[src/hdl/rcps_pkg.sv]
// Package for the RTCP compound packet splitter.
// Holds the channel payload types, the descriptor queue entry and sizing constants.
// No dependencies.
package rcps_pkg;

   localparam int RCPS_MAX_DATAGRAM_BYTES = 65536;
   localparam int RCPS_POS_W   = 16;
   localparam int RCPS_IDX_W   = 18;
   localparam int RCPS_LEN_W   = 16;
   localparam logic [RCPS_POS_W:0] RCPS_POS_LIMIT = (RCPS_POS_W + 1)'(RCPS_MAX_DATAGRAM_BYTES - 1);

   localparam int RCPS_HDR_BYTES   = 8;
   localparam int RCPS_PAD_BIT     = 5;
   localparam int RCPS_FIFO_DEPTH  = 4;
   localparam int RCPS_FIFO_AW     = $clog2(RCPS_FIFO_DEPTH);

   typedef struct packed {
      logic [7:0] data_byte;
      logic       datagram_end;
   } req_payload_type;

   typedef struct packed {
      logic [31:0] sender_ssrc;
      logic [4:0]  report_count;
      logic [7:0]  packet_type;
      logic [15:0] payload_offset;
      logic [15:0] payload_length;
      logic        padding_removed;
   } rsp_payload_type;

   // Raw packet descriptor passed from the parser to the output stage.
   typedef struct packed {
      logic [31:0]           ssrc;
      logic [4:0]            count;
      logic                  pad_flag;
      logic [7:0]            ptype;
      logic [15:0]           offset;
      logic [RCPS_LEN_W-1:0] length_words;
      logic [7:0]            last_byte;
   } rcps_desc_type;

   typedef struct packed {
      logic full;
      logic empty;
   } rcps_fifo_status_type;

endpackage

[src/hdl/rtcp_compound_packet_splitter.sv]
// Top level of the RTCP compound packet splitter.
// Ties the parser, descriptor queue and output stage together. Depends on rcps_pkg.
//
// Usage:
//  - req_ channel: one datagram byte per transfer (data_byte) with datagram_end
//    set on the final byte. One byte is taken per cycle while req_ready is high.
//  - rsp_ channel: one packet descriptor per complete RTCP packet: SSRC, report
//    count, packet type, payload offset and payload length (padding cut off).
//    Payload bytes are not forwarded.
//  - Path: a packet's descriptor is written into the queue on the transfer of
//    its last byte; the output register loads it from the queue when that
//    register is empty or being read, and rsp_valid then rises.
//  - Throughput: one byte per cycle sustained while the queue is not full; the
//    parser updates all of its header state for each byte.
//  - Stall: when rsp_ready is low, descriptors collect in a four-entry queue;
//    req_ready drops only when that queue is full.
//  - Malformed input: a zero length field, a truncated packet or a short
//    trailing fragment yields no descriptor; parsing resumes at the next
//    datagram.
//  - Reset (synchronous, active high) clears the parser state, the queue and
//    the output valid.
module rtcp_compound_packet_splitter
   import rcps_pkg::*;
(
   input  logic            clock,
   input  logic            reset,
   input  logic            req_valid,
   output logic            req_ready,
   input  req_payload_type req_payload,
   output logic            rsp_valid,
   input  logic            rsp_ready,
   output rsp_payload_type rsp_payload
);

   rcps_fifo_status_type fifo_status;
   logic                 push;
   logic                 pop;
   rcps_desc_type        push_desc;
   rcps_desc_type        head_desc;

   // byte parser
   rcps_front u_front (
      .clock       (clock),
      .reset       (reset),
      .req_valid   (req_valid),
      .req_ready   (req_ready),
      .req_payload (req_payload),
      .fifo_status (fifo_status),
      .push        (push),
      .push_desc   (push_desc)
   );

   // decouples the parser from receiver stalls
   rcps_fifo u_fifo (
      .clock     (clock),
      .reset     (reset),
      .push      (push),
      .push_desc (push_desc),
      .pop       (pop),
      .head_desc (head_desc),
      .status    (fifo_status)
   );

   // padding cut and output register
   rcps_back u_back (
      .clock       (clock),
      .reset       (reset),
      .head_desc   (head_desc),
      .fifo_status (fifo_status),
      .pop         (pop),
      .rsp_valid   (rsp_valid),
      .rsp_ready   (rsp_ready),
      .rsp_payload (rsp_payload)
   );

endmodule

[src/hdl/rcps_front.sv]
// Parser front end: accepts datagram bytes, tracks header fields and packet bounds.
// Pushes one raw descriptor per complete packet. Depends on rcps_pkg.
module rcps_front
   import rcps_pkg::*;
(
   input  logic                 clock,
   input  logic                 reset,
   input  logic                 req_valid,
   output logic                 req_ready,
   input  req_payload_type      req_payload,
   input  rcps_fifo_status_type fifo_status,
   output logic                 push,
   output rcps_desc_type        push_desc
);

   logic [RCPS_POS_W-1:0] pos_ff, pos_in;
   logic [RCPS_IDX_W-1:0] idx_ff, idx_in;
   logic [7:0]            fhb_ff, fhb_in;
   logic [7:0]            type_ff, type_in;
   logic [RCPS_LEN_W-1:0] lw_ff, lw_in;
   logic [31:0]           ssrc_ff, ssrc_in;
   logic [RCPS_POS_W-1:0] start_ff, start_in;
   logic                  halted_ff, halted_in;

   logic                  accept;
   logic [7:0]            b;
   logic [RCPS_IDX_W-1:0] final_idx;
   logic                  done;
   logic                  len_halt;

   assign req_ready = ~fifo_status.full;
   assign accept    = req_valid & req_ready;
   assign b         = req_payload.data_byte;
   assign final_idx = {lw_ff, 2'b11};
   assign done      = (idx_ff >= RCPS_IDX_W'(7)) && (idx_ff == final_idx);

   always_comb begin
      pos_in    = pos_ff;
      idx_in    = idx_ff;
      fhb_in    = fhb_ff;
      type_in   = type_ff;
      lw_in     = lw_ff;
      ssrc_in   = ssrc_ff;
      start_in  = start_ff;
      halted_in = halted_ff;
      len_halt  = 1'b0;
      if (!halted_ff) begin
         if (idx_ff == RCPS_IDX_W'(0)) begin
            fhb_in   = b;
            start_in = pos_ff;
         end else if (idx_ff == RCPS_IDX_W'(1)) begin
            type_in = b;
         end else if (idx_ff == RCPS_IDX_W'(2)) begin
            lw_in = {b, 8'h00};
         end else if (idx_ff == RCPS_IDX_W'(3)) begin
            lw_in = {lw_ff[15:8], b};
            if ({lw_ff[15:8], b} == 16'h0000) begin
               len_halt  = 1'b1;
               halted_in = 1'b1;
            end
         end else if (idx_ff <= RCPS_IDX_W'(7)) begin
            ssrc_in = {ssrc_ff[23:0], b};
         end
         if (!len_halt) begin
            idx_in = done ? '0 : idx_ff + RCPS_IDX_W'(1);
         end
         if ({1'b0, pos_ff} >= RCPS_POS_LIMIT) begin
            halted_in = 1'b1;
         end else begin
            pos_in = pos_ff + RCPS_POS_W'(1);
         end
      end
      if (req_payload.datagram_end) begin
         pos_in    = '0;
         idx_in    = '0;
         halted_in = 1'b0;
      end
   end

   always_ff @(posedge clock) begin
      if (reset) begin
         pos_ff    <= '0;
         idx_ff    <= '0;
         fhb_ff    <= '0;
         type_ff   <= '0;
         lw_ff     <= '0;
         ssrc_ff   <= '0;
         start_ff  <= '0;
         halted_ff <= 1'b0;
      end else if (accept) begin
         pos_ff    <= pos_in;
         idx_ff    <= idx_in;
         fhb_ff    <= fhb_in;
         type_ff   <= type_in;
         lw_ff     <= lw_in;
         ssrc_ff   <= ssrc_in;
         start_ff  <= start_in;
         halted_ff <= halted_in;
      end
   end

   assign push = accept & ~halted_ff & done;

   always_comb begin
      push_desc.ssrc         = ssrc_in;
      push_desc.count        = fhb_ff[4:0];
      push_desc.pad_flag     = fhb_ff[RCPS_PAD_BIT];
      push_desc.ptype        = type_ff;
      push_desc.offset       = start_ff + RCPS_POS_W'(RCPS_HDR_BYTES);
      push_desc.length_words = lw_ff;
      push_desc.last_byte    = b;
   end

endmodule

[src/hdl/rcps_fifo.sv]
// Short descriptor queue between the parser and the output stage.
// Depends on rcps_pkg.
module rcps_fifo
   import rcps_pkg::*;
(
   input  logic                 clock,
   input  logic                 reset,
   input  logic                 push,
   input  rcps_desc_type        push_desc,
   input  logic                 pop,
   output rcps_desc_type        head_desc,
   output rcps_fifo_status_type status
);

   rcps_desc_type           mem [RCPS_FIFO_DEPTH];
   logic [RCPS_FIFO_AW-1:0] wr_ptr_ff, wr_ptr_in;
   logic [RCPS_FIFO_AW-1:0] rd_ptr_ff, rd_ptr_in;
   logic [RCPS_FIFO_AW:0]   count_ff, count_in;
   logic                    do_push, do_pop;

   assign status.full  = (count_ff == (RCPS_FIFO_AW + 1)'(RCPS_FIFO_DEPTH));
   assign status.empty = (count_ff == '0);
   assign do_push      = push & ~status.full;
   assign do_pop       = pop & ~status.empty;
   assign head_desc    = mem[rd_ptr_ff];

   always_comb begin
      wr_ptr_in = do_push ? wr_ptr_ff + RCPS_FIFO_AW'(1) : wr_ptr_ff;
      rd_ptr_in = do_pop ? rd_ptr_ff + RCPS_FIFO_AW'(1) : rd_ptr_ff;
      count_in  = count_ff;
      if (do_push && !do_pop) begin
         count_in = count_ff + (RCPS_FIFO_AW + 1)'(1);
      end else if (do_pop && !do_push) begin
         count_in = count_ff - (RCPS_FIFO_AW + 1)'(1);
      end
   end

   always_ff @(posedge clock) begin
      if (do_push) begin
         mem[wr_ptr_ff] <= push_desc;
      end
   end

   always_ff @(posedge clock) begin
      if (reset) begin
         wr_ptr_ff <= '0;
         rd_ptr_ff <= '0;
         count_ff  <= '0;
      end else begin
         wr_ptr_ff <= wr_ptr_in;
         rd_ptr_ff <= rd_ptr_in;
         count_ff  <= count_in;
      end
   end

endmodule

[src/hdl/rcps_back.sv]
// Output stage: takes descriptors from the queue, applies padding removal,
// and holds the result in the output register. Depends on rcps_pkg.
module rcps_back
   import rcps_pkg::*;
(
   input  logic                 clock,
   input  logic                 reset,
   input  rcps_desc_type        head_desc,
   input  rcps_fifo_status_type fifo_status,
   output logic                 pop,
   output logic                 rsp_valid,
   input  logic                 rsp_ready,
   output rsp_payload_type      rsp_payload
);

   logic                  valid_ff, valid_in;
   rsp_payload_type       data_ff, data_in;
   logic [RCPS_IDX_W-1:0] plen_full;
   logic [RCPS_IDX_W-1:0] plen_cut;
   logic [RCPS_IDX_W-1:0] pad_amt;
   logic                  do_cut;

   assign pop = ~fifo_status.empty & (~valid_ff | rsp_ready);

   // payload bytes = length_words * 4 - 4; length_words is never zero here
   assign plen_full = {head_desc.length_words, 2'b00} - RCPS_IDX_W'(4);
   assign pad_amt   = RCPS_IDX_W'(head_desc.last_byte);
   assign do_cut    = head_desc.pad_flag && (plen_full != '0) && (pad_amt <= plen_full);
   assign plen_cut  = do_cut ? plen_full - pad_amt : plen_full;

   always_comb begin
      data_in  = data_ff;
      valid_in = valid_ff;
      if (pop) begin
         valid_in                = 1'b1;
         data_in.sender_ssrc     = head_desc.ssrc;
         data_in.report_count    = head_desc.count;
         data_in.packet_type     = head_desc.ptype;
         data_in.payload_offset  = head_desc.offset;
         data_in.payload_length  = plen_cut[15:0];
         data_in.padding_removed = do_cut & (head_desc.last_byte != 8'h00);
      end else if (rsp_ready) begin
         valid_in = 1'b0;
      end
   end

   always_ff @(posedge clock) begin
      if (reset) begin
         valid_ff <= 1'b0;
      end else begin
         valid_ff <= valid_in;
      end
   end

   always_ff @(posedge clock) begin
      data_ff <= data_in;
   end

   assign rsp_valid   = valid_ff;
   assign rsp_payload = data_ff;

endmodule
[config.mk]
export PLATFORM = sky130hd
export DESIGN_NAME = rtcp_compound_packet_splitter
export DESIGN_NICKNAME = d
export VERILOG_FILES = /design/src/hdl/rcps_pkg.sv /design/src/hdl/rtcp_compound_packet_splitter.sv /design/src/hdl/rcps_front.sv /design/src/hdl/rcps_fifo.sv /design/src/hdl/rcps_back.sv
export SDC_FILE = /design/constraint.sdc
export NUM_CORES = 1
export LEC_CHECK = 0
export BUFFER_PORTS_ARGS = -buffer_cell sky130_fd_sc_hd__buf_2
export CAP_MARGIN = 10
export CELL_PAD_IN_SITES_DETAIL_PLACEMENT = 1
export CELL_PAD_IN_SITES_GLOBAL_PLACEMENT = 2
export CORE_UTILIZATION = 30
export CTS_CLUSTER_SIZE = 24
export DETAILED_ROUTE_END_ITERATION = 6
export GPL_TIMING_DRIVEN = 1
export PLACE_DENSITY_LB_ADDON = 0.1
export SLEW_MARGIN = 5
export SYNTH_ARGS = -nofsm -noshare
export SYNTH_HDL_FRONTEND = slang
export SYNTH_SLANG_ARGS = --single-unit
[constraint.sdc]
create_clock -name clock -period 10.3 [get_ports clock]
set_input_delay 0.515 -clock clock [delete_from_list [all_inputs] [get_ports clock]]
set_output_delay 0.515 -clock clock [all_outputs]
set_load 0.02 [all_outputs]
# [Word-level counts from Yosys, hierarchy flattened]
# Memory sizes are Yosys's and may differ from the RTL's. A register that Yosys moved wholly into a read port is not among the register bits.
# Cells that the tools add are included.
[totals] reg_bits=199 ramBits=344 inputBits=13 output_inout_bits=80 wordCells=109 n_memories=1
[mem_list] name="u_fifo.mem" depth=4 width=86 read_ports=1 rd_clocked_by_memory_dff=1 wr=1 line_no="rcps_fifo.sv:15" rtl="rcps_desc_type mem [RCPS_FIFO_DEPTH];"
[classes] add_sub_neg=9 n_lt_le_gt_ge=4 eq_ne=8 muxes=33 n_bitwise=14 reduce_logical=21
[ops] cell="$mux W32" n=6
[ops] cell="$mux W16" n=5
[ops] cell="$mux W18" n=4
[ops] cell="$eq A18 B2 Y1 const B" n=2
[ops] cell="$add A18 B1 Y18 const B" n=1
[ops] cell="$eq A18 B1 Y1 const B" n=1
[ops] cell="$eq A18 B18 Y1" n=1
[ops] cell="$ge A18 B3 Y1 const B" n=1
[ops] cell="$le A18 B3 Y1 const B" n=1
[ops] cell="$le A8 B18 Y1" n=1
[ops] cell="$logic_not A18 Y1" n=1
[ops] cell="$reduce_bool A18 Y1" n=1
[ops] cell="$sub A18 B3 Y18 const B" n=1
[ops] cell="$add A16 B1 Y16 const B" n=1
[ops] cell="$add A16 B4 Y16 const B" n=1
[ops] cell="$ge A16 B16 Y1 const B" n=1
[ops] cell="$logic_not A16 Y1" n=1
[ops] cell="$sub A16 B8 Y16" n=1
[ops] cell="$mux W1" n=13
[ops] cell="$reduce_and A5 Y1" n=2
[ops] cell="$reduce_and A3 Y1" n=3
[ops] cell="$mux W8" n=1
[ops] cell="$reduce_bool A8 Y1" n=1
[ops] cell="$and A1 B1 Y1" n=7
[ops] cell="14 further kinds" n=31

# [Depth between registers and ports, before layout]
[logic_depth] depth_word=10 mapped_depth=17 depth_no_buf=15

# [By module]
# A second synthesis with hierarchy kept.
[hier_totals] cells_unflattened=1443 area_unflattened_um2=22185.0
[modules_own_cells] mod="rcps_fifo" n_inst=1 cells_per_inst=498 area_per_inst_um2=12901.1 seq_area_each_um2=10510.1
[modules_own_cells] mod="rcps_front" n_inst=1 cells_per_inst=691 area_per_inst_um2=5674.2 seq_area_each_um2=2262.2
[modules_own_cells] mod="rcps_back" n_inst=1 cells_per_inst=254 area_per_inst_um2=3609.7 seq_area_each_um2=2362.3

# [Worst setup path before layout]
# No wires, ideal clock.
[synth_timing] kind="input port to flip-flop" startpoint="in rsp_ready" endpoint="reg u_fifo.count_ff[2]" setup_time_ns=0.070 arrival_ns=5.782 required_ns=10.230 slack_ns=4.447 cell_stages=9 n_path_buf=0 path_cell_list="inv_1 a21oi_1 inv_1 ha_1 inv_1 fa_1 xor2_1 or3_1 a21oi_1"
[synth_via] elab_chain_len=6 elab_cells_between_ends=8 classes_between="mux (1); bitwise (3); reduce/logical (4)"
[synth_rtl] item="start: declaration" line_no="rtcp_compound_packet_splitter.sv:31" rtl="input logic rsp_ready,"
[synth_rtl] item="$or A1 B1 Y1 (*)" line_no="rcps_back.sv:23" rtl="assign pop = ~fifo_status.empty & (~valid_ff | rsp_ready);"
[synth_rtl] item="$and A1 B1 Y1 (*)" line_no="rcps_back.sv:23"
[synth_rtl] item="net pop" line_no="rtcp_compound_packet_splitter.sv:37" rtl="logic pop;"
[synth_rtl] item="$and A1 B1 Y1 (*)" line_no="rcps_fifo.sv:24" rtl="assign do_pop = pop & ~status.empty;"
[synth_rtl] item="$logic_not A1 Y1" line_no="rcps_fifo.sv:31" rtl="if (do_push && !do_pop) begin"
[synth_rtl] item="$logic_and A1 B1 Y1" line_no="rcps_fifo.sv:31"
[synth_rtl] item="$mux W3 / $reduce_bool A2 Y1 (equally long branches)"
[synth_rtl] item="end signal: assignment" line_no="rcps_fifo.sv:52" rtl="count_ff <= count_in;"
[synth_rtl] item="end: declaration" line_no="rcps_fifo.sv:18" rtl="logic [RCPS_FIFO_AW:0] count_ff, count_in;"
# Mark *: on every way through the listed nets, which the timed path passes. The rest lies on a longest branch.
# A chain may end at the register's enable or synchronous reset.

==> results.md <==
- Nets@finish: about 1500
- All-Layer GR Usage: around 14%
- Crit path time final: around 5500 ps
- Vias per inst: roughly 4.7
- Fmax: 0.180 GHz
- # DRC: 0
- Fin. Hold Viols: 0
- WP data required: 10650 ps
- Crit. End Element: flop
- Num ports: 93
- Critical path arrival: 5890 ps
- Num rows: 97
- Hold Crit Start: rsp_ready
- Post-Syn Nets: approximately 1400
- Commonest non-fill, non-tap cells in the layout: edfxtp_1 (422), nor2_1 (156), dfxtp_1 (121)
- Final antenna diode count: 0
- TNS Setup: 0 ps
- Max-slew violation total from the final report: 0
- Status: complete, no violations
- CTS root buf: clkbuf_16
- Height of the die: 269 um
- Final worst slack: 4750 ps
- Hold Path Class: input port to flop
- Synthesized flop and latch total: 545
- CTS Hold Bufs: 0
- Post-placement worst setup slack: 4580 ps
- Pwr/cell area: roughly 260 nW/um^2
- Largest net degree at the start of global routing: 70
- CP peak stage delay: around 800 ps
- Netlist cell types: 59
- Insertion delay to the later sink of the worst-skew pair: between 600 and 700 ps
- Grt ovf: 0
- Vias: roughly 12000
- Register area share after synthesis: 70.5%
- I/O Buffers: 92
- Core Area: 70400 um^2
- CP top delay family: simple AND/OR/NAND/NOR gates
- CTS H-tree depth: 2
- Final HPWL from detailed placement: 31600 um
- Startpoint Class: flop
- Post-synth EDFFs: 422
- Cells after Synth: between 1000 and 1500
- Min-Delay Endpoint: u_back.rsp_valid
- Final hold slack: about 200 ps
- Die width: 269 um
- R2R Path End: u_back.rsp_payload[8]
- Stages on worst setup path: 13
- CTS max path bufs: 3
- Die area: 72600 um^2
- Number of global-route vias before repair: roughly 13000
- RSZ-0062 raised after global routing: no
- Synth Cell Area: roughly 21000 um^2
- Period utilization: a little over half
- Fill cells: approximately 7200
- Drt wl/cell: 21.1 um
- Share of synthesized registers carrying an async set or reset: 0%
- Main synth FF type: edfxtp_1
- Endpoints failing setup: 0
- Least-Margin Pin Slew: around 960 ps
- Post-CTS sizing: 0
- First-pass GRT wire length: 79500 um
- Synth warnings: 0
- Slew HR: 36.2%
- Num Clock Sinks: around 550
- Post-CTS Setup Inserts: 0
- Max_cap viols: 0
- Worst path cell trace: buf_4, mux4_2, nor3_2, nand2_1, xor2_1, ha_1, nand4_1, or3_1, mux2_2, nor3b_1, a2111oi_4, a21oi_2, mux2i_1
- Setup CP Type: flop to flop
- Reg clk slew, reported paths: 60 ps
- Antenna violations before repair: 3
- Starting density of the core: 30.5%
- CTS tree: yes
- Fin Clk Skew: 17.0 ps
- FF-to-FF setup slack: 4750 ps
- Post-synthesis to final-layout area growth: 17.1%
- CP max FO: 48
- WHS Path Cells: 4
- DRT antenna net count: 0
- TritonRoute pass-1 iters: 4
- Avg Inst Size Synth: 15.7 um^2
- WP buf/inv: 1
- Commonest non-fill, non-tap cell in the layout: edfxtp_1
- Post-Route WL: 52300 um
- Leakage power: between 8 and 9 nW
- Peak supply drop: 0.169 mV
- GPL Wtd Cong: 0.707
- Inserted Clock Buffers: 61
- Share of layout cells above drive strength 1: approximately 22%
- Drt initial violations: around 630
- Crit-path slowest cell: dfxtp_4
- Cells on worst reg2reg path: 13
==> worst min-delay path: cells and delay by family <==
kind,cells,cell delay (ps)
compound gates,1,50
buf+inv,2,150
simple gates,1,70
==> metrics by stage <==
stage	util, %	power (mW)	instance area [um^2]	std cells
6_report	35.7	6.53	25100	2473
5_1_grt	35.7	6.85	25100	2473
3_3_place_gp	32.7	4.34	23000	2359
3_5_place_dp	32.7	4.35	23000	2359
2_1_floorplan	-	4.18	21500	1370
4_1_cts	35.7	6.67	25100	2473
==> sequential cells by signal (all words and copies together) (netlist names), 3 cells and up, named ones only <==
| name | count |
|---|---|
| u_fifo.count_ff | 3 |
| u_front.type_ff | 8 |
| u_back.rsp_payload | 78 |
| u_front.ssrc_ff | 32 |
| u_front.pos_ff | 16 |
| u_front.lw_ff | 16 |
| u_front.start_ff | 16 |
| u_front.idx_ff | 18 |
| u_front.fhb_ff | 6 |
| u_fifo.mem | 344 |
==> kinds of logic (layout without fill, tap and decap cells) <==
family / count (synthesis) / count (layout) / synth area share, %
and+or+nand+nor: 396 / 396 / 8.69
xor gates and xnor gates: 82 / 82 / 3.35
AOI/OAI and AO/OA: 85 / 85 / 2.47
adders and majority gates: 27 / 27 / 1.61
buffers and inverters: 92 / 255 / 1.66
muxes: 143 / 143 / 11.7
DFF: 545 / 545 / 70.5
==> synthesized netlist by cell type, drive strengths merged (3+ instances only) <==
| library cell | count | area [um^2] |
|---|---|---|
| or2 | 3 | 18.8 |
| or3 | 9 | 56.3 |
| nand3 | 20 | 105 |
| a21oi | 43 | 219 |
| and2 | 9 | 56.3 |
| and4 | 3 | 26.3 |
| nor2b | 7 | 43.8 |
| ha | 26 | 325 |
| mux2 | 34 | 383 |
| a22oi | 8 | 60.1 |
| nand4 | 17 | 106 |
| edfxtp | 422 | 12700 |
| xor2 | 41 | 359 |
| dfxtp | 123 | 2460 |
| o21ai | 11 | 55.1 |
| mux2i | 26 | 260 |
| a21o | 3 | 22.5 |
| nor2 | 156 | 586 |
| nand3b | 3 | 35.0 |
| nor3 | 53 | 270 |
| nand2 | 81 | 304 |
| xnor2 | 41 | 359 |
| mux4 | 83 | 1870 |
| clkbuf | 43 | 161 |
| a31oi | 4 | 25.0 |
| buf | 14 | 62.6 |
| inv | 35 | 131 |
| and3 | 11 | 68.8 |
| nor4 | 13 | 96.3 |
==> per-layer routing <==
layer | wire length (um) | global-route usage, % | vias to the layer above
li1 | - | - | 5381
met1 | 23600 | 19.2 | 5956
met2 | 25300 | 24.2 | 161
met3 | 2440 | 2.68 | 66
met4 | 933 | 3.45 | 4
met5 | 23 | 0 | -
==> power breakdown <==
part           switching, mW  internal (mW)  total, mW
Clock                  0.917           1.37       2.28
Sequential             0.126           2.70       2.82
Combinational          0.902          0.523       1.42
==> layout make-up <==
cell class / count / area (um^2) / share of cell area, %
Clock buffer: 72 / 1600 / 6.36
Sequential cell: 545 / 15100 / 60.2
Clock inverter: 42 / 522 / 2.08
Timing Repair Buffer: 106 / 568 / 2.26
Inverter: 35 / 131 / 0.523
Multi-Input combinational cell: 733 / 6000 / 23.9
Tap cell: 940 / 1180 / 4.68
==> worst max path at each step <==
stage | end | slack (ps)
after global routing | u_back.rsp_payload[4] | 4310
after detailed placement | u_back.rsp_payload[8] | 4580
final | u_back.rsp_payload[8] | 4750
after floorplan | u_fifo.count_ff[2] | 4450
after global placement | u_back.rsp_payload[8] | 4660
after CTS | u_back.rsp_payload[8] | 4570
Note: power is estimated with default switching activity, not from simulation.
